==> src/hdl/wcg_pkg.sv <==
// ----------------------------------------------------------------------------
// wcg_pkg
// Shared types, constants and coefficient tables of the window generator.
// ----------------------------------------------------------------------------
package wcg_pkg;

    // Field and register widths
    localparam int IDX_W          = 12;
    localparam int LEN_W          = 13;
    localparam int TYPE_W         = 3;
    localparam int COEF_W         = 18;
    localparam int CFG_W          = LEN_W;
    localparam int MAX_LENGTH     = 4096;
    localparam int COEF_FRAC_BITS = 16;

    // Internal fixed point: Q30
    localparam int Q_BITS    = 30;
    localparam int RND_SHIFT = Q_BITS - COEF_FRAC_BITS;
    localparam int COEF_MAX  = 131071;
    localparam int COEF_MIN_MAG = 131072;
    localparam logic [COEF_W-1:0] COEF_ONE = COEF_W'(1 << COEF_FRAC_BITS);

    // Divider geometry: divisor is 2m, quotient is a 32-bit turn angle (or the Bartlett coefficient)
    localparam int DIVS_W     = LEN_W + 1;
    localparam int QUO_W      = 32;
    localparam int DIVD_W     = DIVS_W + QUO_W;
    localparam int DIV_STAGES = QUO_W;

    // Cosine lane: three setup stages, three per series step, one output
    localparam int SERIES_STEPS = 7;
    localparam int COS_LAT      = 3 + 3 * SERIES_STEPS + 1;
    localparam int COS_TERMS    = 3;

    // Queue between front and back
    localparam int QUEUE_DEPTH = 2;
    localparam int QPTR_W      = $clog2(QUEUE_DEPTH);
    localparam int QCNT_W      = $clog2(QUEUE_DEPTH + 1);

    // Register indexes of the config port
    localparam logic [0:0] REG_TYPE   = 1'b0;
    localparam logic [0:0] REG_LENGTH = 1'b1;
    localparam logic [LEN_W-1:0]  LENGTH_RESET = LEN_W'(1024);

    typedef enum logic [TYPE_W-1:0] {
        WT_RECT     = 3'd0,
        WT_BARTLETT = 3'd1,
        WT_HANN     = 3'd2,
        WT_HAMMING  = 3'd3,
        WT_BLACKMAN = 3'd4,
        WT_NUTTALL  = 3'd5
    } window_t;

    // Sideband that rides along with an item
    typedef struct packed {
        logic               terr;
        logic               ierr;
        logic [TYPE_W-1:0]  wtype;
        logic [DIVS_W-1:0]  divisor;
    } side_t;

    typedef struct packed {
        logic [DIVD_W-1:0]  dividend;
        side_t              side;
    } entry_t;

    localparam logic [30:0] Q_ONE       = 31'h4000_0000;
    localparam logic [30:0] HALF_PI_Q30 = 31'h6487_ED51;

    // Elaboration only: millionths to Q30, rounded
    function automatic logic [Q_BITS-1:0] coef_q30(input longint unsigned micro);
        return Q_BITS'(((micro << 30) + 64'd500000) / 64'd1000000);
    endfunction

    // [window - Hann][term]
    localparam logic [Q_BITS-1:0] COEF_Q30 [4][4] = '{
        '{coef_q30(500000), coef_q30(500000), '0, '0},
        '{coef_q30(538360), coef_q30(461640), '0, '0},
        '{coef_q30(420000), coef_q30(500000), coef_q30(80000), '0},
        '{coef_q30(355768), coef_q30(487396), coef_q30(144232), coef_q30(12604)}
    };

    localparam logic [7:0] SERIES_DIV [SERIES_STEPS] = '{
        8'd182, 8'd132, 8'd90, 8'd56, 8'd30, 8'd12, 8'd2
    };

    // floor(2^32 / d), exact quotient after one correction
    localparam logic [31:0] SERIES_RECIP [SERIES_STEPS] = '{
        32'((64'd1 << 32) / 64'd182), 32'((64'd1 << 32) / 64'd132),
        32'((64'd1 << 32) / 64'd90),  32'((64'd1 << 32) / 64'd56),
        32'((64'd1 << 32) / 64'd30),  32'((64'd1 << 32) / 64'd12),
        32'((64'd1 << 32) / 64'd2)
    };

endpackage

==> src/hdl/wcg_queue.sv <==
// ----------------------------------------------------------------------------
// wcg_queue
// Short item queue between front and back; back drains it every cycle.
// ----------------------------------------------------------------------------
module wcg_queue
    import wcg_pkg::*;
(
    input  logic   clk,
    input  logic   rst_n,
    input  logic   push,
    input  entry_t push_entry,
    output logic   full,
    output logic   out_valid,
    output entry_t out_entry
);

    entry_t            mem_reg [QUEUE_DEPTH];
    logic [QPTR_W-1:0] wr_ptr_reg, wr_ptr_next;
    logic [QPTR_W-1:0] rd_ptr_reg, rd_ptr_next;
    logic [QCNT_W-1:0] count_reg, count_next;
    logic              pop;

    always_comb
    begin
        pop         = count_reg != '0;
        full        = count_reg == QCNT_W'(QUEUE_DEPTH);
        wr_ptr_next = wr_ptr_reg;
        rd_ptr_next = rd_ptr_reg;
        if (push)
            wr_ptr_next = (wr_ptr_reg == QPTR_W'(QUEUE_DEPTH - 1)) ? '0 : wr_ptr_reg + 1'b1;
        if (pop)
            rd_ptr_next = (rd_ptr_reg == QPTR_W'(QUEUE_DEPTH - 1)) ? '0 : rd_ptr_reg + 1'b1;
        count_next = count_reg + QCNT_W'(push) - QCNT_W'(pop);
        out_valid  = pop;
        out_entry  = mem_reg[rd_ptr_reg];
    end

    always_ff @(posedge clk or negedge rst_n)
    begin
        if (!rst_n)
        begin
            wr_ptr_reg <= '0;
            rd_ptr_reg <= '0;
            count_reg  <= '0;
        end
        else
        begin
            wr_ptr_reg <= wr_ptr_next;
            rd_ptr_reg <= rd_ptr_next;
            count_reg  <= count_next;
        end
    end

    always_ff @(posedge clk)
    begin
        if (push)
            mem_reg[wr_ptr_reg] <= push_entry;
    end

    // back side takes an item every cycle, so one slot is all that fills
    a_drain: assert property (@(posedge clk) disable iff (!rst_n) count_reg <= QCNT_W'(1))
        else $error("queue holds more than one item");

endmodule

==> config.mk <==
export PLATFORM = sky130hd
export DESIGN_NAME = wcg_queue
export DESIGN_NICKNAME = d
export VERILOG_FILES = /design/src/hdl/wcg_pkg.sv /design/src/hdl/wcg_queue.sv
export SDC_FILE = /design/constraint.sdc
export NUM_CORES = 1
export LEC_CHECK = 0
export ABC_AREA = 1
export BUFFER_PORTS_ARGS = -buffer_cell sky130_fd_sc_hd__buf_4
export CAP_MARGIN = 10
export CORE_UTILIZATION = 47
export CTS_CLUSTER_SIZE = 25
export DETAILED_ROUTE_END_ITERATION = 7
export HOLD_SLACK_MARGIN = 0.1
export PLACE_DENSITY_LB_ADDON = 0.25
export SKIP_LAST_GASP = 1
export SLEW_MARGIN = 30
export SYNTH_ARGS = -nofsm -noshare
export SYNTH_HDL_FRONTEND = slang
export SYNTH_SLANG_ARGS = --single-unit
export TNS_END_PERCENT = 20
==> constraint.sdc <==
create_clock -name clk -period 3.5 [get_ports clk]
set_input_delay 0.35 -clock clk [delete_from_list [all_inputs] [get_ports clk]]
set_output_delay 0.35 -clock clk [all_outputs]
set_load 0.005 [all_outputs]
# Word-level counts from Yosys, hierarchy flattened
# Memory sizes are Yosys's and may differ from the RTL's.
# Cells that the tools add are included.
# Widths: inputs -> output; s select.
# word_totals
regBits,4
ram_bits,130
input_bits,68
output_inout_bits,67
elab_cells,14
mem_count,1
# mem_list
memory,depth,word_bits,rd,rd_clocked_by_memory_dff,wr,line_no,rtl
mem_reg,2,65,1,0,1,wcg_queue.sv:17,entry_t mem_reg [QUEUE_DEPTH];
# op_classes
add_sub_neg,4
eq_ne,1
muxes,4
n_reduce_logical,1
# op_table
op,count
$mux 1,4
$add 1x1->1 const B,2
$add 2x1->2,1
$eq 2x2->1 const B,1
$reduce_bool 2->1,1
$sub 2x1->2,1

# Depth between registers and ports, before layout
# depth
depth_word,2
depth_mapped,5
depth_no_buf,5

# Worst setup path before layout
# No wires, ideal clock.
# synth_timing
path_type,register to register
from,reg wr_ptr_reg
to,mem mem_reg[0][0] (netlist name) (enable)
arrival_ns,3.128
required_ns,3.010
setup_slack_ns,-0.118
path_stages_with_launch,2
n_path_buf,0
period_less_slack_ns,3.618
path_cell_list,dfrtp_1 nor2_1
# synth_rtl
item,line_no,rtl
from (decl),wcg_queue.sv:18,"logic [QPTR_W-1:0] wr_ptr_reg, wr_ptr_next;"
from (signal assigned),wcg_queue.sv:48,wr_ptr_reg <= wr_ptr_next;
to (decl),wcg_queue.sv:17,
# Straight into the memory's write port.

==> flow_summary.yaml <==
status:
  status: "finished clean"
cts:
  htreeDepth: 4
  clk-insertion-delay-late_ns: 0.51
  cts_hold_buf: 67
  clock_path_buffers: 2
  cts_root_buf: "clkbuf_8"
  path_clk_slew_ns: 0.05
  cts_tree: "yes"
  cts_resized: 0
  postCtsSetupBuffers: 0
  cts_made_buffers: 17
  cts_sinks: 134
detailed_routing:
  routedWlPerCell_um: 14.1
  drt_iter0_markers: 173
  routed_wl_mm: 10.2
  vias_per_cell: 4.69
  vias: 3374
  dr.pass1.iters: 6
  antenna_left: 0
  drc: 0
critical_path:
  crit_chain: "buf_4 -> nand2_1 -> nand2_1 -> buf_4"
  critPathTopFamily: "buffers and inverters"
  critPathArrivalTime_ns: 1.90
  path_max_fanout: 66
  path_class: "flip-flop to primary output"
  critPathBufInv: 2
  start_kind: "flip-flop"
  reg2reg_from: "wr_ptr_reg"
  critPathMaxStageDelay_ns: 0.59
  worstSetupEndpointType: "primary output"
  critPathLaunch: "rd_ptr_reg"
  r2r_setup_slack_ns: 1.77
  required_ns: 3.15
  crit_slowest_cell: "buf_4"
grt:
  grt_pass1_wl_mm: 16.2
  grt_busiest_layer: "met2"
  grt_antenna_before_repair: 0
  grt_max_degree: 67
  grtUsageMet2_pct: 31.7
  grtUsageTotal_pct: 19.9
  grtUsageMet1_pct: 25.4
  grtUsageMet3_pct: 6.64
  grt_pass1_vias: 3414
  grt_overflow_total: 0
place:
  hpwl_mm: 5.58
  dpl.cell_count: 620
  gp_congestion: 0.766
  portBuffers: 134
  place_worst_setup_slack_ns: 1.71
timing:
  slew_headroom_pct: 52.3
  setup_viol: 0
  tightest_slew_ns: 0.715
  fin_ws_ns: 1.25
  rsz0062_at_grt: "no"
  drv_slew: 0
  fmax_mhz: 445
  hold_viol: 0
  timing.hold.ws_ns: 0.166
  timing.final.crit_period_ns: 2.25
  period_share_pct: 64.2
  skew_ns: 0.00449
  final.setup.tns_ns: 0
die:
  rows: 36
  die_height_um: 104
  dieArea_um2: 10900
  initial_core_util_pct: 49.3
  die_width_um: 104
  core_area_um2: 9950
  io_pins: 135
yosys:
  synth_top_area_cell: "edfxtp_1"
  ys_types: 12
  syn_area_um2: 4910
  syn_area_per_cell_um2: 13.6
  yosysTopAreaCellShare_pct: 79.6
  synthTopCellsByArea: "edfxtp_1 80%, nand2_1 15%, dfrtp_1 2.0%, buf_2 1.0%, buf_4 0.61%"
  synth_seq_area_share_pct: 81.6
  yosys_warnings: 0
  syn_inst: 362
  syn_nets: 431
  ys_seq_elements: 134
layout:
  nets: 642
  final_common_cell: "nand2_1"
  most-common-layout-cells: "201 x nand2_1, 139 x buf_4, 130 x edfxtp_1"
  layout-drive-gt1-share_pct: 28.8
  fillers: 651
  syn2layout_area_growth_pct: 47.9
  fin_cells: 719
  final_util_pct: 72.9
  antennaDiodeCount: 0
  largest_reg_flops: 130
power:
  power_density_nw_per_um2: 644
  p_leak_nw: 3.12
  peakVddDrop_mv: 0.360
hold_path:
  hp-class: "input port to async pin"
run:
  maxCapViolations: 0
synth_stat cells:
library cell  count
nand2_1         201
edfxtp_1        130
buf_2            10
o21ai_0           1
xor2_1            1
buf_4             4
nor2_1            4
inv_1             4
inv_2             1
ha_1              1
nand3b_1          1
dfrtp_1           4
power by group:
part | internal [W] | switching [W]
Clock | 0.00101 | 0.000599
Combinational | 0.000396 | 0.000481
Sequential | 0.00212 | 0.0000729
path summary, 6_finish.rpt:
check                                  to  cells past startpoint
max                         out_entry[43]                      4
min                            rd_ptr_reg                      2
max reg2reg                mem_reg[1][64]                      3
min reg2reg                    wr_ptr_reg                      1
max in group asynchronous      rd_ptr_reg                      2
min in group clk               wr_ptr_reg                      1
routing by layer:
| layer | vias to the layer above | share of wire [%] | routed length [um] |
|---|---|---|---|
| li1 | 1642 | - | - |
| met1 | 1594 | 43 | 4330 |
| met2 | 128 | 50 | 5090 |
| met5 | - | 0 | 0 |
| met3 | 10 | 6.3 | 642 |
| met4 | 0 | 1.1 | 113 |
cells by family (layout without fill, tap and decap cells):
logic type / after synthesis / in the layout / share of synthesized area (%)
fa+ha+maj: 1 / 1 / 0.255
simple gates: 206 / 206 / 15.8
flops: 134 / 134 / 81.6
xor+xnor: 1 / 1 / 0.179
buf+inv: 19 / 243 / 2.01
compound gates: 1 / 1 / 0.102
area by class of cell:
| class | count | area [um2] | share of cell area (%) |
|---|---|---|---|
| repair buffers | 206 | 1710 | 23.6 |
| clock buffers | 23 | 437 | 6.02 |
| well taps | 133 | 166 | 2.29 |
| multi-input cells | 209 | 811 | 11.2 |
| clock inverters | 9 | 104 | 1.43 |
| flip-flops and latches | 134 | 4010 | 55.2 |
| inverters | 5 | 21.3 | 0.293 |
stage by stage:
stage | area (um2) | total power [W]
after floorplan | 4910 | 0.00259
after global placement | 6040 | 0.00303
after detailed placement | 6050 | 0.00304
after CTS | 7260 | 0.00471
after global routing | 7260 | 0.00489
final | 7260 | 0.00467
Note: power is estimated with default switching activity, not from simulation.
