$ cat src/hdl/wcg_pkg.sv
// ----------------------------------------------------------------------------
// wcg_pkg
// Shared types, constants and coefficient tables of the window generator.
// ----------------------------------------------------------------------------
package wcg_pkg;

    // Field and register widths
    localparam int IDX_W          = 12;
    localparam int LEN_W          = 13;
    localparam int TYPE_W         = 3;
    localparam int COEF_W         = 18;
    localparam int CFG_W          = LEN_W;
    localparam int MAX_LENGTH     = 4096;
    localparam int COEF_FRAC_BITS = 16;

    // Internal fixed point: Q30
    localparam int Q_BITS    = 30;
    localparam int RND_SHIFT = Q_BITS - COEF_FRAC_BITS;
    localparam int COEF_MAX  = 131071;
    localparam int COEF_MIN_MAG = 131072;
    localparam logic [COEF_W-1:0] COEF_ONE = COEF_W'(1 << COEF_FRAC_BITS);

    // Divider geometry: divisor is 2m, quotient is a 32-bit turn angle (or the Bartlett coefficient)
    localparam int DIVS_W     = LEN_W + 1;
    localparam int QUO_W      = 32;
    localparam int DIVD_W     = DIVS_W + QUO_W;
    localparam int DIV_STAGES = QUO_W;

    // Cosine lane: three setup stages, three per series step, one output
    localparam int SERIES_STEPS = 7;
    localparam int COS_LAT      = 3 + 3 * SERIES_STEPS + 1;
    localparam int COS_TERMS    = 3;

    // Queue between front and back
    localparam int QUEUE_DEPTH = 2;
    localparam int QPTR_W      = $clog2(QUEUE_DEPTH);
    localparam int QCNT_W      = $clog2(QUEUE_DEPTH + 1);

    // Register indexes of the config port
    localparam logic [0:0] REG_TYPE   = 1'b0;
    localparam logic [0:0] REG_LENGTH = 1'b1;
    localparam logic [LEN_W-1:0]  LENGTH_RESET = LEN_W'(1024);

    typedef enum logic [TYPE_W-1:0] {
        WT_RECT     = 3'd0,
        WT_BARTLETT = 3'd1,
        WT_HANN     = 3'd2,
        WT_HAMMING  = 3'd3,
        WT_BLACKMAN = 3'd4,
        WT_NUTTALL  = 3'd5
    } window_t;

    // Sideband that rides along with an item
    typedef struct packed {
        logic               terr;
        logic               ierr;
        logic [TYPE_W-1:0]  wtype;
        logic [DIVS_W-1:0]  divisor;
    } side_t;

    typedef struct packed {
        logic [DIVD_W-1:0]  dividend;
        side_t              side;
    } entry_t;

    localparam logic [30:0] Q_ONE       = 31'h4000_0000;
    localparam logic [30:0] HALF_PI_Q30 = 31'h6487_ED51;

    // Elaboration only: millionths to Q30, rounded
    function automatic logic [Q_BITS-1:0] coef_q30(input longint unsigned micro);
        return Q_BITS'(((micro << 30) + 64'd500000) / 64'd1000000);
    endfunction

    // [window - Hann][term]
    localparam logic [Q_BITS-1:0] COEF_Q30 [4][4] = '{
        '{coef_q30(500000), coef_q30(500000), '0, '0},
        '{coef_q30(538360), coef_q30(461640), '0, '0},
        '{coef_q30(420000), coef_q30(500000), coef_q30(80000), '0},
        '{coef_q30(355768), coef_q30(487396), coef_q30(144232), coef_q30(12604)}
    };

    localparam logic [7:0] SERIES_DIV [SERIES_STEPS] = '{
        8'd182, 8'd132, 8'd90, 8'd56, 8'd30, 8'd12, 8'd2
    };

    // floor(2^32 / d), exact quotient after one correction
    localparam logic [31:0] SERIES_RECIP [SERIES_STEPS] = '{
        32'((64'd1 << 32) / 64'd182), 32'((64'd1 << 32) / 64'd132),
        32'((64'd1 << 32) / 64'd90),  32'((64'd1 << 32) / 64'd56),
        32'((64'd1 << 32) / 64'd30),  32'((64'd1 << 32) / 64'd12),
        32'((64'd1 << 32) / 64'd2)
    };

endpackage

$ cat src/hdl/wcg_front.sv
// ----------------------------------------------------------------------------
// wcg_front
// Config registers, item accept, range checks and divider operand setup.
// ----------------------------------------------------------------------------
module wcg_front
    import wcg_pkg::*;
(
    input  logic              clk,
    input  logic              rst_n,
    input  logic              start,
    input  logic              full,
    input  logic [IDX_W-1:0]  sample_index,
    input  logic              cfg_write,
    input  logic [0:0]        cfg_index,
    input  logic [CFG_W-1:0]  cfg_data,
    output logic              push,
    output entry_t            entry
);

    logic [TYPE_W-1:0] type_reg;
    logic [LEN_W-1:0]  length_reg;

    logic [LEN_W-1:0]  m_eff;
    logic [LEN_W:0]    half;
    logic [LEN_W-1:0]  num;
    logic [DIVS_W-1:0] two_m;
    logic [DIVS_W-1:0] phase_sum;
    logic [DIVS_W-1:0] n1;

    always_ff @(posedge clk or negedge rst_n)
    begin
        if (!rst_n)
        begin
            type_reg   <= WT_RECT;
            length_reg <= LENGTH_RESET;
        end
        else if (cfg_write)
        begin
            if (cfg_index == REG_TYPE)
                type_reg <= cfg_data[TYPE_W-1:0];
            else if (cfg_index == REG_LENGTH)
                length_reg <= cfg_data[LEN_W-1:0];
        end
    end

    always_comb
    begin
        m_eff = (length_reg > LEN_W'(MAX_LENGTH)) ? LEN_W'(MAX_LENGTH) : length_reg;
        half  = ({1'b0, m_eff} + 1'b1) >> 1;
        // Bartlett: rising half uses i, falling half uses m - i
        num   = ({2'b0, sample_index} < half) ? {1'b0, sample_index}
                                              : m_eff - {1'b0, sample_index};
        two_m = {m_eff, 1'b0};
        // first cosine harmonic phase: (2i + m) mod 2m
        phase_sum = {1'b0, sample_index, 1'b0} + {1'b0, m_eff};
        n1        = (phase_sum >= two_m) ? phase_sum - two_m : phase_sum;

        entry.side.terr    = type_reg > WT_NUTTALL;
        entry.side.ierr    = {1'b0, sample_index} >= m_eff;
        entry.side.wtype   = type_reg;
        entry.side.divisor = two_m;
        if (type_reg == WT_BARTLETT)
            entry.dividend = DIVD_W'({num, (COEF_FRAC_BITS + 2)'(0)}) + DIVD_W'(m_eff);
        else
            entry.dividend = {n1, QUO_W'(0)};

        push = start && !full;
    end

endmodule

$ cat config.mk
export PLATFORM = sky130hd
export DESIGN_NAME = wcg_front
export DESIGN_NICKNAME = d
export VERILOG_FILES = /design/src/hdl/wcg_pkg.sv /design/src/hdl/wcg_front.sv
export SDC_FILE = /design/constraint.sdc
export NUM_CORES = 1
export LEC_CHECK = 0
export BUFFER_PORTS_ARGS = -buffer_cell sky130_fd_sc_hd__buf_2
export CORE_UTILIZATION = 33
export CTS_BUF_LIST = sky130_fd_sc_hd__clkbuf_2 sky130_fd_sc_hd__clkbuf_4 sky130_fd_sc_hd__clkbuf_8
export CTS_CLUSTER_DIAMETER = 200
export CTS_CLUSTER_SIZE = 8
export DETAILED_ROUTE_END_ITERATION = 8
export SLEW_MARGIN = 20
export SYNTH_ARGS = -nofsm -noshare
export SYNTH_HDL_FRONTEND = slang
export SYNTH_SLANG_ARGS = --single-unit
$ cat constraint.sdc
create_clock -name clk -period 6.3 [get_ports clk]
set_input_delay 1.26 -clock clk [delete_from_list [all_inputs] [get_ports clk]]
set_output_delay 1.26 -clock clk [all_outputs]
set_load 0.005 [all_outputs]
Word level (Yosys, flattened, before mapping)
Index checks and enable logic that the tools add are counted.
W data, S select, Z words.
{"block": "classes", "add_sub_neg": 5, "n_eq_ne": 1, "bitwise": 1, "reduce_logical": 4, "magnitude_cmp": 5, "n_div": 0, "n_shift": 0, "mul": 0, "mux": 4}
{"operator": "$mux W46", "count": 1}
{"operator": "$add A31 B13 Y32", "count": 1}
{"operator": "$mux W13", "count": 2}
{"operator": "$add A13 B1 Y14 const B", "count": 1}
{"operator": "$add A13 B13 Y14", "count": 1}
{"operator": "$ge A14 B14 Y1", "count": 1}
{"operator": "$mux W14", "count": 1}
{"operator": "$sub A14 B14 Y14", "count": 1}
{"operator": "$ge A12 B13 Y1", "count": 1}
{"operator": "$gt A13 B13 Y1 const B", "count": 1}
{"operator": "$lt A12 B13 Y1", "count": 1}
{"operator": "$sub A13 B12 Y13", "count": 1}
{"operator": "$reduce_and A2 Y1", "count": 2}
{"operator": "$eq A3 B1 Y1 const B", "count": 1}
{"operator": "$gt A3 B3 Y1 const B", "count": 1}
{"operator": "$logic_and A1 B1 Y1", "count": 1}
{"operator": "$logic_not A1 Y1", "count": 1}
{"operator": "$not A1 Y1", "count": 1}
{"block": "totals", "mem_bits_ro": 0, "output_inout_bits": 66, "n_memories": 0, "reg_bits": 16, "in_bits": 31, "latch_bits": 0, "mem_bits_rw": 0, "elab_cells": 22}

Longest topological paths before layout
{"block": "depth", "ltp_word": 7, "ltp_mapped": 20, "depth_no_buf": 17}

Least setup slack after synthesis
OpenSTA, ideal clock, no wires.
{"block": "synth_timing", "path_kind": "input port to output port", "start": "input sample_index[0]", "end": "output entry[64] (netlist bit)", "path_buffers": 1, "slack_ns": 0.607, "t_arrival_ns": 4.433, "t_required_ns": 5.040, "stages": 15, "path_cell_list": "ha_1 > fa_1 > a211o_1 > a221oi_2 > o21bai_1 > a21oi_1 > xnor2_1 > ha_1 > a21oi_1 > o21ai_1 > or3_1 > o22ai_2 > a21oi_2 > buf_6 > a31o_2"}
{"element": "start: declaration", "line": "wcg_front.sv:12", "source": "input logic [IDX_W-1:0] sample_index,"}
{"element": "end: declaration", "line": "wcg_front.sv:17", "source": "output entry_t entry"}

==> results list <==
- After the last flow step, the layout net total stands at 620.
- The core region is 0.0103 mm².
- Number of global-route vias before repair: 3466
- Fraction of layout instances using a drive strength above 1: 30.5%
* Number of clock buffers inserted by TritonCTS: 3
- Sequential elements use 11.6% of the synthesized area.
- Remaining global-route overflow: 0
* Root buffer cell: sky130_fd_sc_hd__clkbuf_8
- The run finished with clean final reports.
- Cells fill 41.2% of the core in the end.
- Cell Pwr Density: 317 mW/mm²
- Clock sink total: 16
- For this configuration, the core starts out at a cell density of 33.8%.
- Clock transition time at the flip-flop clock pins of the worst setup and hold paths: 60 ps
- Critical Path RT: 5040 ps
- Maximum root-to-sink buffer count: 2
- In the finished design, the share of the clock period the worst path needs comes to 97.3%.
- Ranked by total cell area, the synthesized netlist is headed by sky130_fd_sc_hd__ha_1 17%, sky130_fd_sc_hd__dfrtp_1 11%, sky130_fd_sc_hd__xnor2_1 7.8%.
- Instance count after placement with tap cells included: 664
- GP Congestion: 0.864
- The detailed router finished its first iteration with 162 violations.
- During synthesis, Yosys emitted a total of 0 warnings.
- Clock latency on the worst-skew pair, taken at its later pin, is 240 ps.
- Endpoints failing setup: 0
* Number of levels the H-tree was split into: 1
- Total Die Area: 0.0110 mm²
- Maximum vdd drop: 0.157 mV
- Timing analysis after detailed placement gives a worst setup slack of -127 ps.
* Post-synth EDFFs: 0
* Count of fill cells added during filler insertion: 1102
* Highest fanout seen on the critical path: 5
- In this run the count of I/O pins placed on the die edge is 97.
- Crit path arrival time: 4870 ps
* Netlist Area Pre-Place: 0.00348 mm²
- Startpoint types: input port
* Vias per Instance: 5.30
- Least-Margin Pin Slew: 746 ps
- Count of antenna diodes in the layout: 0
- Across the run, the number of max-cap violations was 0.
- Most frequent standard cell in the layout excluding fill and tap cells: sky130_fd_sc_hd__buf_2
- sky130_fd_sc_hd__ha_1 takes more of the synthesized area than any other cell.
* PnR Total Power: 1.34 mW
- CTS tree: built
- PortBufs: 89
* Maximum number of pins on one net before global-route repair: 30
* Portion of synthesized cell area occupied by the leading cell type: 17.3%
- For the finished layout, the period the worst path requires is 6130 ps.
* Min-delay worst type: reg -> reg
- Measured against its own limit, the worst slew margin works out to 50.2%.
- Mean post-synth cell area: 7.92 µm²
- Most used cells in the layout excluding fill and tap cells: 89 x sky130_fd_sc_hd__buf_2, 53 x sky130_fd_sc_hd__nor2_1, 47 x sky130_fd_sc_hd__ha_1, 40 x sky130_fd_sc_hd__a21oi_1, 31 x sky130_fd_sc_hd__xnor2_1
* Worst clock skew: 0 ps
* Area growth from synthesis to final layout: 21.8%
* Post-DP HPWL: 8430 µm
- Width of the die: 105 µm
- Post-synthesis async set-or-reset flop share: 100%
- The number of slew-limit violations in the final report was 0.
- Unrepaired setup endpoints after global routing: no
* First-pass GRT wire length: 16500 µm
- In the synthesized netlist the dominant register cell turns out to be sky130_fd_sc_hd__dfrtp_1.
- Kind of end point of the critical path: output port
* Highest clock frequency the design can meet: 163 MHz
- After synthesis the netlist holds a flip-flop and latch count of 16.
* Number of buffers added to fix hold violations after cts: 0
- Post-DR wirelength/cell: 15.2 µm
* Antenna-violating nets left: 0
- The finished layout holds 673 standard cells, fillers aside.
* Number of library cell types mapped by synthesis: 67
* Worst setup path category: in -> out
- DRC errors left: 0
- Global routing consumed, over all layers together, 18.1% of the routing resources.
* Site Rows: 37
- Height of the die: 105 µm
- Reported leakage power: 2.05 nW
- The initial antenna violation count came to 0.
- The routed layout has 3569 vias.
* Total length of routed wires: 10200 µm
- The pre-antenna-repair detailed-routing pass consisted of 4 iterations.
- Count of final hold-check violations: 0
- Across all setup checks in the final design, the least slack found is 167 ps.
- The register with the most flip-flops in the layout has 13 of them.
- Cell count after synthesis: 439
cells in the mapped netlist (all sizes together), types with 3 or more instances:
cell type and number:
mux2i 10, nor4 5, dfrtp 15, o21ai 16, o21bai 4, or2 3
and3 4, o21a 7, nand2b 7, inv 29, xor2 7, fa 3
xnor2 31, nor2b 8, mux2 16, buf 13, and2 3, a21o 5
nor2 54, nand4 7, nor3 12, o31a 4, a21oi 44, nand2 23
clkbuf 6, nand3 12, ha 48, nor3b 3, a211oi 10
path summary, 6_finish.rpt:
| kind | cells after the start | slack (ps) | endpoint | from |
|---|---|---|---|---|
| min in group asynchronous | 1 | 910 | length_reg[3]$_DFFE_PN0P_ | rst_n |
| hold reg to reg | 1 | 560 | type_reg[0]$_DFFE_PN0P_ | type_reg[0]$_DFFE_PN0P_ |
| hold / removal | 1 | 560 | type_reg[0]$_DFFE_PN0P_ | type_reg[0]$_DFFE_PN0P_ |
| max in group asynchronous | 1 | 5090 | length_reg[10]$_DFFE_PN1P_ | rst_n |
| setup / recovery | 18 | 170 | entry[61] | sample_index[0] |
| setup reg to reg | 2 | 5400 | length_reg[1]$_DFFE_PN0P_ | length_reg[1]$_DFFE_PN0P_ |
area by class of cell:
type	instances	area, µm²	area share (%)
repair buffers	106	586	13.8
well taps	136	170	4.02
flip-flops and latches	16	402	9.48
inverters	29	114	2.69
multi-input cells	382	2910	68.7
clock buffers	4	55.1	1.30
layer usage:
layer	wire length (µm)	global-route usage, %
met5	0	0
met4	169	4.63
met3	556	2.43
met2	4770	31.1
met1	4730	23.9
metrics by stage:
step / instance area [µm²] / hold WS, ps / TNS, ps
CTS: 4140 / 564 / 0
global placement: 4080 / 536 / -244
detailed placement: 4080 / 545 / -1180
global route: 4240 / 584 / 0
floorplan: 3500 / 517 / 0
finish: 4240 / 556 / 0
power breakdown:
part / internal [mW] / switching, mW
Combinational: 0.522 / 0.588
Sequential: 0.119 / 0.0246
Clock: 0.0553 / 0.0320
cells by family after synthesis:
group | synth area share (%)
XOR/XNOR | 9.57
AO/OA/AOI/OAI | 22.6
flip-flops | 11.6
multiplexers | 8.06
adder cells (fa/ha/maj) | 19.3
buffers and inverters | 7.27
other | 0.108
AND/OR/NAND/NOR | 21.5
timing repair:
action	4_1_cts	5_1_grt
endpoints found under the setup margin	12	12
pin swaps	0	7
buffers inserted	0	4
gates cloned	0	1
resized for setup	1	8
critical path, stage by stage:
cell	delay [ps]
sky130_fd_sc_hd__buf_2	130
sky130_fd_sc_hd__ha_2	210
sky130_fd_sc_hd__fa_2	350
sky130_fd_sc_hd__a211o_1	290
sky130_fd_sc_hd__a221oi_2	320
sky130_fd_sc_hd__o21bai_1	130
sky130_fd_sc_hd__a21oi_2	140
sky130_fd_sc_hd__xnor2_1	160
sky130_fd_sc_hd__ha_1	310
sky130_fd_sc_hd__a21oi_1	150
sky130_fd_sc_hd__o21ai_1	120
sky130_fd_sc_hd__or3_4	360
sky130_fd_sc_hd__o22ai_4	280
sky130_fd_sc_hd__a21oi_4	150
sky130_fd_sc_hd__buf_12	180
sky130_fd_sc_hd__mux2i_1	140
sky130_fd_sc_hd__nor2_1	50
sky130_fd_sc_hd__buf_2	150
Power figures use the tool's default switching activity.
